### src/hw/rtl/scmp_pkg.sv
package scmp_pkg;

  // sizes and modulus
  localparam int MAX_SIZE  = 100;
  localparam int SIZE_W    = 7;
  localparam int CNT_W     = 30;
  localparam int IDX_W     = $clog2(MAX_SIZE + 1);
  localparam int DEPTH     = MAX_SIZE + 1;
  localparam int MUL_STEPS = CNT_W;
  localparam int STEP_W    = $clog2(MUL_STEPS);
  localparam int BIT_W     = $clog2(SIZE_W);
  localparam logic [CNT_W-1:0] PRIME = CNT_W'(1000000007);

  typedef logic [CNT_W-1:0]  cnt_t;
  typedef logic [SIZE_W-1:0] size_t;
  typedef logic [IDX_W-1:0]  idx_t;

  // request to and answer from the shared modular multiplier
  typedef struct packed {
    logic start;
    cnt_t a;
    cnt_t b;
  } mul_req_t;

  typedef struct packed {
    logic done;
    logic busy;
    cnt_t p;
  } mul_rsp_t;

  typedef enum logic [3:0] {
    ST_IDLE,
    ST_ROW0,
    ST_ROW1,
    ST_NEXTJ,
    ST_RD,
    ST_ADD,
    ST_MUL,
    ST_ROWTOP,
    ST_POWSQ,
    ST_POWML,
    ST_VAL,
    ST_FACT,
    ST_WR,
    ST_DONE
  } seq_state_t;

  // modular add of two residues
  function automatic cnt_t add_mod(input cnt_t x, input cnt_t y);
    logic [CNT_W:0] s;
    s = {1'b0, x} + {1'b0, y};
    if (s >= {1'b0, PRIME}) begin
      s = s - {1'b0, PRIME};
    end
    return s[CNT_W-1:0];
  endfunction

  // modular subtract of two residues
  function automatic cnt_t sub_mod(input cnt_t x, input cnt_t y);
    cnt_t d;
    d = x - y;
    if (x < y) begin
      d = d + PRIME;
    end
    return d;
  endfunction

endpackage

### src/hw/rtl/scmp_mulmod.sv
module scmp_mulmod (
  input  logic              clk,
  input  logic              rst_n,
  input  scmp_pkg::mul_req_t req,
  output scmp_pkg::mul_rsp_t rsp
);
  import scmp_pkg::*;

  cnt_t              a_r, a_nxt;
  cnt_t              b_r, b_nxt;
  cnt_t              acc_r, acc_nxt;
  logic [STEP_W-1:0] step_r, step_nxt;
  logic              busy_r, busy_nxt;
  logic              done_r, done_nxt;

  // one multiplier bit per cycle, msb first, reduced every step
  always_comb begin
    cnt_t dbl;
    a_nxt    = a_r;
    b_nxt    = b_r;
    acc_nxt  = acc_r;
    step_nxt = step_r;
    busy_nxt = busy_r;
    done_nxt = 1'b0;
    dbl      = add_mod(acc_r, acc_r);
    if (req.start) begin
      a_nxt    = req.a;
      b_nxt    = req.b;
      acc_nxt  = '0;
      step_nxt = '0;
      busy_nxt = 1'b1;
    end else if (busy_r) begin
      acc_nxt = b_r[CNT_W-1] ? add_mod(dbl, a_r) : dbl;
      b_nxt   = {b_r[CNT_W-2:0], 1'b0};
      if (step_r == STEP_W'(MUL_STEPS - 1)) begin
        busy_nxt = 1'b0;
        done_nxt = 1'b1;
      end else begin
        step_nxt = step_r + 1'b1;
      end
    end
  end

  always_ff @(posedge clk) begin
    a_r    <= a_nxt;
    b_r    <= b_nxt;
    acc_r  <= acc_nxt;
    step_r <= step_nxt;
    if (!rst_n) begin
      busy_r <= 1'b0;
      done_r <= 1'b0;
    end else begin
      busy_r <= busy_nxt;
      done_r <= done_nxt;
    end
  end

  assign rsp.done = done_r;
  assign rsp.busy = busy_r;
  assign rsp.p    = acc_r;

  // checks
  a_no_restart: assert property (@(posedge clk) disable iff (!rst_n)
    !(req.start && busy_r)) else $error("multiplier restarted while busy");
  a_done_range: assert property (@(posedge clk) disable iff (!rst_n)
    done_r |-> (acc_r < PRIME)) else $error("product not reduced");
  a_done_end: assert property (@(posedge clk) disable iff (!rst_n)
    done_r |-> !busy_r) else $error("done while still busy");

endmodule

### config.mk
export PLATFORM = sky130hd
export DESIGN_NAME = scmp_mulmod
export DESIGN_NICKNAME = d
export VERILOG_FILES = /design/src/hw/rtl/scmp_pkg.sv /design/src/hw/rtl/scmp_mulmod.sv
export SDC_FILE = /design/constraint.sdc
export NUM_CORES = 1
export LEC_CHECK = 0
export BUFFER_PORTS_ARGS = -buffer_cell sky130_fd_sc_hd__buf_4
export CORE_UTILIZATION = 30
export CTS_BUF_LIST = sky130_fd_sc_hd__clkbuf_4 sky130_fd_sc_hd__clkbuf_8
export DETAILED_ROUTE_END_ITERATION = 10
export SLEW_MARGIN = 20
export SYNTH_ARGS = -nofsm -noshare
export SYNTH_HDL_FRONTEND = slang
export SYNTH_SLANG_ARGS = --single-unit
### constraint.sdc
create_clock -name clk -period 6.8 [get_ports clk]
set_input_delay 1.02 -clock clk [delete_from_list [all_inputs] [get_ports clk]]
set_output_delay 1.02 -clock clk [all_outputs]
set_load 0.02 [all_outputs]
Yosys cells after proc, flatten, opt, wreduce, memory -nomap -nowiden --
Cells that the tools add are included.
Word-level totals: bits in registers 97, bits of input ports 63, output and inout bits 32, bits in latches 0, word-level logic and storage cells 29, memories 0, memory bits (read-only) 0, RAM bits 0
Operators by class: multipliers 0, bitwise logic cells 3, equal/unequal tests 1, add/sub/neg operators 5, reduce and logical (&&, ||, !) cells 3, mux-type cells 9, divide/modulo/power cells 0, shift operators 0, magnitude comparators 2
Operator list (number):
- $mux 30 | 5
- $add 30x30->31 | 2
- $ge 31x30->1 const B | 2
- $sub 30x30->30 const B | 2
- $add 5x1->5 const B | 1
- $eq 5x5->1 const B | 1
- $mux 1 | 4
- $not 1->1 | 3
- $reduce_or 3->1 | 1
- $reduce_and 2->1 | 1
- $reduce_bool 2->1 | 1

Depth between registers and ports, before layout --
Gate-level depths: netlist of run 1.
depth in word-level cells 7, depth in mapped cells 25, gate-level depth less buffers 23

Worst setup path after synthesis of run 1 --
No wires, ideal clock.
path kind flip-flop to flip-flop, from register acc_r[2], to register acc_r[28], library setup time 0.070 ns, period minus slack after synthesis 5.420 ns, path slack 1.380 ns, data arrival time 5.350 ns, path buffers 2, required time 6.730 ns, stages on the path, launching flop included 25, cell sequence dfxtp_1 inv_1 ha_1 a21boi_0 o21ai_0 a21oi_1 o21ai_0 o21a_1 inv_1 clkbuf_1 ha_1 inv_1 fa_1 nor2b_4 o31a_4 nor3_4 o31ai_4 a211oi_1 or3_4 a2111oi_2 nor2_2 buf_2 a221oi_2 o221ai_1 a21oi_1
Between the ends: cells in the longest elaborated chain, start to end 7, elaborated cells on any way between the ends 9, classes of those cells add/sub (4); order compare (2); mux (3)
Ends and longest elaborated chain:
- start, declared | RTL line scmp_mulmod.sv:11 | cnt_t acc_r, acc_nxt;
- start signal, assigned | RTL line scmp_mulmod.sv:47 | acc_r <= acc_nxt;
- $add 30x30->31 (*) | RTL line scmp_pkg.sv:51 | s = {1'b0, x} + {1'b0, y};
- $sub 30x30->30 / $ge 31x30->1 (equally long branches) | RTL line scmp_pkg.sv:53, scmp_pkg.sv:52
- $mux 30 (*) | RTL line scmp_pkg.sv:52 | if (s >= {1'b0, PRIME}) begin
- $add 30x30->31 | RTL line scmp_pkg.sv:51
- $sub 30x30->30 / $ge 31x30->1 (equally long branches) | RTL line scmp_pkg.sv:53, scmp_pkg.sv:52
- $mux 30 | RTL line scmp_pkg.sv:52
- $mux 30 (*) | RTL line scmp_mulmod.sv:33 | acc_nxt = b_r[CNT_W-1] ? add_mod(dbl, a_r) : dbl;
Mark *: on every way between the ends. The rest lies on a longest branch, timed or not. A chain may end at the register's enable or synchronous reset.

Worst setup path after layout of run 1 --
from register acc_r[5], to register acc_r[8]
Same word-level chain as after synthesis.

==> results of run 1 <==
[power breakdown]
part           total [mW]  internal [mW]  switching, mW
sequential          0.757          0.691         0.0651
combinational        1.53          0.565          0.962
clock               0.402          0.144          0.258
total                2.69           1.40           1.29
[cell usage after synthesis (all sizes together), types with 7 or more instances]
cell type / number
buf: 19
a211oi: 17
nand3: 23
clkbuf: 20
xnor2: 26
a22oi: 10
o22ai: 14
nor2b: 9
a21boi: 8
dfxtp: 37
o211a: 8
nand2: 95
o31ai: 14
mux2: 29
a31oi: 7
and3: 10
o211ai: 12
xor2: 27
or3: 7
mux2i: 10
a21oi: 54
nor3: 18
inv: 19
o21a: 16
o21ai: 65
edfxtp: 60
a21o: 8
ha: 34
and2: 16
nor2: 72
nand4: 16
nor4: 7
[layout by cell type, fill, tap and decap left out, drive strengths merged, types with 5 or more instances in the layout]
| cell | synthesis | routed |
|---|---|---|
| buf | 19 | 115 |
| clkbuf | 20 | 9 |
| inv | 19 | 23 |
| dfxtp | 37 | 37 |
| nand3 | 23 | 23 |
| o22ai | 14 | 14 |
| mux2i | 10 | 10 |
| and4 | 5 | 5 |
| a21o | 8 | 8 |
| a31oi | 7 | 7 |
| a21boi | 8 | 8 |
| o211ai | 12 | 13 |
| a21oi | 54 | 54 |
| or3 | 7 | 7 |
| and2 | 16 | 16 |
| o21a | 16 | 16 |
| o21ai | 65 | 65 |
| o211a | 8 | 8 |
| or2 | 6 | 6 |
| and3 | 10 | 10 |
| xor2 | 27 | 27 |
| nor2b | 9 | 9 |
| a211oi | 17 | 17 |
| nor2 | 72 | 72 |
| nand2 | 95 | 95 |
| a22oi | 10 | 10 |
| edfxtp | 60 | 60 |
| nand2b | 6 | 6 |
| o31ai | 14 | 14 |
| ha | 34 | 34 |
| xnor2 | 26 | 26 |
| nor3 | 18 | 18 |
| mux2 | 29 | 29 |
| nor4 | 7 | 7 |
| nand4 | 16 | 16 |
[kinds of logic (layout without fill, tap and decap cells)]
kind of cell	after synthesis	after routing	synth area share [%]
mux	39	39	5.50
simple gates	304	304	20.0
compound gates	283	284	26.4
flops	97	97	32.8
xor+xnor	53	53	6.08
buf+inv	59	151	3.53
fa+ha+maj	35	35	5.74
[routing by layer]
metal,up-vias,global-route usage (%),wire length (um)
met5,-,0,0
met4,0,5.61,586
met3,41,5.02,2270
met2,335,29.3,11200
met1,3429,25.6,11200
li1,3479,-,-
[flip-flops by register name, summed over array words and instances (netlist names)]
register,cells
a_r,30
acc_r,30
b_r,30
step_r,5
busy_r,1
done_r,1
[repair_timing]
| item | CTS | global route |
|---|---|---|
| gates resized for setup | 0 | 17 |
| hold buffers | 0 | 0 |
| endpoints found under the setup margin | 0 | 30 |
| buffers inserted | 0 | 9 |
[final cells by class]
type,count,area [um^2],share of cell area (%)
clock buffer,9,124,1.36
tap,330,413,4.53
sequential,97,2540,27.9
clock inverter,7,67.6,0.742
multi-input combinational,715,5020,55.1
timing repair buffer,115,863,9.48
inverter,20,78.8,0.866
[worst min-delay path, delay by kind of cell (launching register included)]
kind          cells  cell delay, ns
simple gates      2            0.16
flops             1            0.34
[metrics by stage]
stage	cells	area [um^2]	setup slack [ns]	hold slack [ns]
6_report	1293	9110	0.450	0.531
5_1_grt	1293	9110	0.0533	0.570
4_1_cts	1283	8960	0.109	0.534
3_5_place_dp	1267	8770	0.159	0.506
3_3_place_gp	1267	8770	0.189	0.501
2_1_floorplan	870	7760	1.38	0.477
[final timing paths]
check | start | endpoint | slack (ns) | depth (start not counted)
max | acc_r[5] | acc_r[8] | 0.45 | 23
min | step_r[4] | done_r | 0.53 | 2
max reg2reg | acc_r[5] | acc_r[8] | 0.45 | 23
min reg2reg | step_r[4] | done_r | 0.53 | 2
==> flow_results.org, run 1 <==
** Outcome
- Result of the run :: finished clean

** Route
- In this run the remaining antenna-violating nets after routing total 0.
- Wires add up to ~25,000 um.
- After detailed routing, the average wire length per cell comes to 19.6 um.
- Average vias per placed instance :: 5.63
- The first routing iteration left 738 violations.
- In the routed design, unresolved DRC markers number 0.
- For this block, the via count after detailed routing is 7,284.
- The first TritonRoute pass finished after 5 iterations.

** Setup path
- Maximum fanout along the worst path :: 15
- STA puts the critical path data arrival time at 6.69 ns.
- The worst setup path is captured at a register.
- Maximum cell stage delay along the critical path :: 0.51 ns
- Crit path max-delay family :: compound AO/OA/AOI/OAI gates
- The number of buffers and inverters on the critical path is 4.
- At the worst endpoint, the required time is 7.14 ns.
- For this design, the slowest cell found on the critical path is sky130_fd_sc_hd__a21oi_1.
- Cell-by-cell listing of the critical path :: nor4_2, a21boi_0, o21ai_1, a21oi_1, o21ai_0, o21a_1, buf_4, clkinvlp_4, nand2_1, xnor2_1, ha_1, a21oi_1, a21oi_1, or3_1, a22oi_4, nand4_1, nor4b_4, buf_4, o211ai_4, buf_4, a2111oi_4, xnor2_1, a211oi_2
- The critical path is of the reg2reg type.
- The worst setup path is launched from a register.

** Placed design
- Count of buffers from port buffering :: 94
- HPWL Detailed :: 19,200 um
- Routability-driven placement finished with a final weighted congestion of 0.934.

** Finish
- Net count, final :: 1,056
- Total of fill cells in the finished design :: 2,638
- Share of cells above drive strength 1 :: 21.8%
- Area Growth Syn to Fin :: 17.3%
- Antenna fix cells :: 0
- Utilization after layout :: between 30% and 40%

** Die
- Die X-Extent :: 163 um
- Die extent in y :: ~160 um
- Die outline area :: ~27,000 um^2
- In this run the count of I/O pins placed on the die edge is 95.
- FP Rows :: slightly below 60
- Starting density of the core :: 30.7%
- The core region is 25,300 um^2.

** STA
- Headroom to the max-slew limit came out at a little over a third.
- Setup repair after global routing missed its margin :: no
- Min Tclk post-route :: 6.35 ns
- Setup TNS :: 0 ns
- Clk_skew :: 0.0225 ns
- Hold Fails Final Rpt :: 0
- The count of final max-slew check failures was 0.
- Setup violations remaining at the end of the flow were counted as 0.
- For this run, the top clock speed supported by timing is 157 MHz.
- The worst path uses 93.4% of the clock period.
- At the pin with the least slew margin, the transition time is 0.970 ns.

** Clocking
- Buffers inserted during clock tree synthesis total 9.
- TritonCTS clock tree :: built
- Post-CTS clock slew at the launch and capture registers of the worst setup and hold paths :: 0.13 ns
- Root buffer cell :: sky130_fd_sc_hd__clkbuf_8
- For this design, the sink count on the clock tree is 97.
- Counting along the longest clock path gives a buffer depth of 2.
- Number of H-tree levels :: 3
- The later pin in the worst-skew pair is clocked with a latency of 0.41 ns.

** Min path
- Path type of the worst min-delay path :: reg2reg

** Job
- Across the run, the number of max-cap violations was 0.

** Global route
- Entering global routing, the biggest net connects 64 pins.
- Global routing consumed, over all layers together, 18.9% of the routing resources.
- Vias in the first global route :: 6,673
- The initial antenna violation count came to 0.
- Summed over all layers, the global routing overflow is 0.
- The first global-routing pass estimated 38,100 um of wire.

** Power
- Worst vdd rail ir drop :: a little over 0.0001 V
- The design draws 2.69 mW.
- The analysis attributes to cell leakage a power of roughly 3.6 nW.
- For this design the ratio of total power to cell area is 295 nW/um^2.

** Synthesis
- The average instance in the mapped netlist occupies 8.92 um^2.
- Most area-consuming cells after synthesis :: sky130_fd_sc_hd__edfxtp_1 23%, sky130_fd_sc_hd__dfxtp_1 9.5%, sky130_fd_sc_hd__ha_1 5.5%
- Dominant synthesized flop cell :: sky130_fd_sc_hd__edfxtp_1
- The largest total area in the synthesized netlist belongs to sky130_fd_sc_hd__edfxtp_1.
- The synthesized design contains 60 enable-type register cells.
- Syn nets :: 968
- Post-synthesis instance area :: between 7000 and 8000 um^2
- Number of distinct library cell variants in the gate-level netlist after synthesis :: 95
- Counting flops with an async set or reset pin after synthesis yields a share of 0%.
- Number of storage elements in the synthesis netlist :: 97
- Yosys printed 0 warnings.
- In this run the biggest area consumer among cell types represents 23.2% of the synthesized area.
- Number of cells produced by synthesis :: 870
- Share of the yosys chip area belonging to registers :: 32.8%
No activity file was read; power rests on OpenSTA's default activity.
==> run 2, diff against run 1 <==
- CORE_UTILIZATION: 30 -> 55
- HOLD_SLACK_MARGIN: default -> 0.06
- PLACE_DENSITY: default -> 0.76
- SKIP_CTS_REPAIR_TIMING: default -> 1
==> run 2 against run 1 <==
Total power shrank 0.27%. Largest cell class unchanged. Die area fell by 45%. Register-to-register slack lost 0.10 ns. Critical path type unchanged. Fmax down 1.6%. Highest routed layer unchanged. Flip-flop and latch count did not move.
==> flow_results.org, run 2 (same netlist as run 1, synthesis figures left out) <==
** Outcome
- Result of the run: finished clean (unchanged).

** Die
- The placement row count was 43 (was 58).
- Die extent in y :: 121 um (was 163 um)
- The number of primary I/O pins was 95 (unchanged).
- The initial core utilization came to 56.1% (was 30.7%).
- The die footprint was 14,600 um^2 (was 26,500 um^2).
- Placeable core region :: 13,800 um^2 (was 25,300 um^2)
- Die X-Extent :: 121 um (was 163 um)

** Route
- The via-per-instance ratio came to 6.51 (was 5.63).
- The aggregate routed wire length was 23,600 um (was 25,300 um).
- Initial drt markers :: 689 (was 738)
- The length of routed met3 wiring was 2270 um (about the same).
- The met1 wire length is 10,100 um (was 11,200 um).
- WL per Instance :: 20.6 um (was 19.6 um)
- Highest routed metal layer :: met4 (unchanged)
- The post-detailed-route DRC marker count is 0 (unchanged).
- First-pass detailed-route iteration total :: 5 (unchanged)
- Post-detailed-route count of antenna-violating nets :: 0 (unchanged)
- The routed via count came to 7,461 (was 7,284).
- The met2 wire length came to 10,300 um (was 11,200 um).

** STA
- The maximum achievable frequency is 155 MHz (was 157 MHz).
- Clk_skew :: 0.0235 ns (was 0.0225 ns)
- The minimum clock period came to 6.45 ns (was 6.35 ns).
- Hold Fails Final Rpt :: 0 (unchanged)
- The post-route worst hold slack was 0.519 ns (was 0.531 ns).
- Setup repair after global routing missed its margin: no (unchanged).
- Actual transition at the worst max-transition pin :: 0.941 ns (was 0.970 ns)
- Setup TNS :: 0 ns (unchanged)
- The post-route clock period utilization came to 94.9% (was 93.4%).
- Max Slew Vio Count :: 0 (unchanged)
- Relative slew slack :: 37.3% (was 35.2%)
- Number of setup violations in the final report :: 0 (unchanged)

** Setup path
- The master of the slowest instance on the critical path is sky130_fd_sc_hd__a31oi_1 (was sky130_fd_sc_hd__a21oi_1).
- Maximum cell stage delay along the critical path :: 0.51 ns (about the same)
- The top fanout value on the critical path is 14 (was 15).
- The worst setup path startpoint is acc_r[2] (was acc_r[5]).
- Buffer and inverter count on the worst path :: 5 (was 4)
- Required time of the critical path :: 7.11 ns (was 7.14 ns)
- The critical path start-end classification is reg2reg (unchanged).
- The critical path startpoint category is a register (unchanged).
- The capturing element of the worst setup path is acc_r[10] (was acc_r[8]).
- The endpoint of the worst-slack reg-to-reg timing path was acc_r[10] (was acc_r[8]).
- The beginning of the worst register-to-register path is acc_r[2] (was acc_r[5]).
- The kind of capture point of the worst setup path was a register (unchanged).
- Data arrival time of the worst path :: 6.77 ns (was 6.69 ns)
- The count of cells along the worst register-to-register path came to 25 (was 23).
- The most numerous cell type found on the critical path is sky130_fd_sc_hd__buf_4.
- CP Depth :: 25 (was 23)
- Worst R2R Setup Slack :: 0.35 ns (was 0.45 ns)
- The kind of cell with the highest combined delay on the critical path was compound AO/OA/AOI/OAI gates (unchanged).

** Clocking
- TritonCTS clock tree :: built (unchanged)
- The clock latency on the worst-skew pair was 0.42 ns (was 0.41 ns).
- Post-CTS clock slew at the launch and capture registers of the worst setup and hold paths :: 0.13 ns (about the same)
- The root cell of the clock tree is sky130_fd_sc_hd__clkbuf_8 (unchanged).
- The maximum root-to-sink buffer count came to 2 (unchanged).
- The number of buffers created by CTS is 9 (unchanged).
- Number of H-tree levels :: 3 (unchanged)
- Number of clock sinks seen by CTS :: 97 (unchanged)

** Power
- P per Cell Area :: 299 nW/um^2 (was 295 nW/um^2)
- Relative contribution of sequential cells to total power :: 28.2% (about the same)
- Part of the total power dissipated in the clock network :: 15.6% (was 15.0%)
- Internal Power :: 1.40 mW (about the same)
- The combinational power share is 56.3% (was 56.8%).
- Switching power summed over all nets :: 1.27 mW (was 1.29 mW)
- The switching part of the total came to 47.6% (was 47.9%).
- The maximum VDD drop came to 0.000147 V (was 0.000103 V).
- Leakage power :: 3.56 nW (about the same)

** Finish
- The number of nets in the layout came to 1,059 (was 1,056).
- The layout overhead on the synthesized area was 15.4% (was 17.3%).
- Leading registers by flop count: a_r (30), acc_r (30), b_r (30) (unchanged).
- The number of diodes added for antenna fixing came to 0 (unchanged).
- Highest-count cells in the layout ignoring fill and taps: 118 x sky130_fd_sc_hd__buf_4, 94 x sky130_fd_sc_hd__nand2_1, 70 x sky130_fd_sc_hd__nor2_1 (was 115 x sky130_fd_sc_hd__buf_4, 94 x sky130_fd_sc_hd__nand2_1, 69 x sky130_fd_sc_hd__nor2_1).
- Cell area after layout :: 8960 um^2 (was 9110 um^2)
- The number of standard cells in the layout, taps in and fillers out came to 1,146 (was 1,293).
- The fraction of final layout cells sized beyond drive strength 1 came to 21.8% (about the same).
- The commonest non-fill, non-tap cell in the layout was sky130_fd_sc_hd__buf_4 (unchanged).
- The fill cell instance count of the final layout is 1,183 (was 2,638).
- The end-of-flow core utilization was 64.8% (was 36.1%).

** Global route
- The pin count of the biggest net entering global routing is 76 (was 64).
- Vias in the first global route :: 6,755 (was 6,673)
- Remaining global-route overflow :: 0 (unchanged)
- The initial antenna violation count came to 0 (unchanged).
- The wire length of the first global-routing pass is 36,100 um (was 38,100 um).
- The global routing usage summed across all routing layers is 32.8% (was 18.9%).

** Job
- Count of maximum capacitance violations :: 0 (unchanged)

** Placed design
- Count of buffers from port buffering :: 94 (unchanged)
- The number of placed cells counting well taps was 1,119 (was 1,267).
- The placed standard-cell area was 8600 um^2 (was 8770 um^2).
- The weighted congestion reported at the end of routability-driven placement came to 1.01 (was 0.934).
- HPWL Detailed :: 17,700 um (was 19,200 um)

** Min path
- Path type of the worst min-delay path :: reg2reg (unchanged)
## run 2: per-stage QoR
step,setup slack (ns),total power [mW]
final,0.348,2.68
after global routing,0.0419,2.83
after global placement,0.306,2.19
after detailed placement,0.291,2.20
after CTS,0.237,2.62
after floorplan,1.38,1.80
## run 2: worst min-delay path by stage
stage,start,end,cells after the start
2_1_floorplan,step_r[4],done_r,2
3_3_place_gp,step_r[4],done_r,2
3_5_place_dp,step_r[4],done_r,2
4_1_cts,step_r[4],done_r,2
5_1_grt,step_r[4],done_r,2
6_report,step_r[4],done_r,2
## run 2: area by class of cell
class / instances / area [um^2] / area share (%)
multi-input cells: 715 / 5010 / 55.9
flip-flops and latches: 97 / 2540 / 28.4
repair buffers: 118 / 886 / 9.89
well taps: 180 / 225 / 2.51
clock buffers: 9 / 124 / 1.38
clock inverters: 7 / 93.8 / 1.05
inverters: 20 / 78.8 / 0.880
## run 2: power by group through the flow
stage                     clock network (mW)  logic [mW]  registers [mW]
after floorplan                            0        1.03           0.774
after global placement                     0        1.43           0.762
after detailed placement                   0        1.43           0.762
after CTS                              0.425        1.44           0.750
after global routing                   0.445        1.62           0.760
final                                  0.417        1.51           0.754
## run 2: worst register-to-register path, stage by stage, from the launching register on
cell	delay (ns)
sky130_fd_sc_hd__dfxtp_1	0.43
sky130_fd_sc_hd__inv_1	0.08
sky130_fd_sc_hd__ha_1	0.23
sky130_fd_sc_hd__a21boi_0	0.24
sky130_fd_sc_hd__o21ai_1	0.15
sky130_fd_sc_hd__a21oi_2	0.18
sky130_fd_sc_hd__o21ai_0	0.11
sky130_fd_sc_hd__buf_4	0.17
sky130_fd_sc_hd__o21a_1	0.22
sky130_fd_sc_hd__buf_4	0.21
sky130_fd_sc_hd__nor4_1	0.24
sky130_fd_sc_hd__xor2_1	0.34
sky130_fd_sc_hd__ha_2	0.43
sky130_fd_sc_hd__a21oi_1	0.22
sky130_fd_sc_hd__o21ai_1	0.19
sky130_fd_sc_hd__a31oi_1	0.51
sky130_fd_sc_hd__o21a_1	0.23
sky130_fd_sc_hd__and4_1	0.31
sky130_fd_sc_hd__nand4_1	0.29
sky130_fd_sc_hd__nor4b_4	0.43
sky130_fd_sc_hd__buf_4	0.18
sky130_fd_sc_hd__o211ai_4	0.15
sky130_fd_sc_hd__buf_4	0.21
sky130_fd_sc_hd__a21oi_1	0.22
sky130_fd_sc_hd__a21oi_1	0.11
sky130_fd_sc_hd__a32o_1	0.27
## run 2: routing by layer
layer  vias to the layer above  track usage, %
met2                       394            49.8
li1                       3508               -
met5                         -               0
met4                         0            15.0
met3                        79            8.07
met1                      3480            43.8
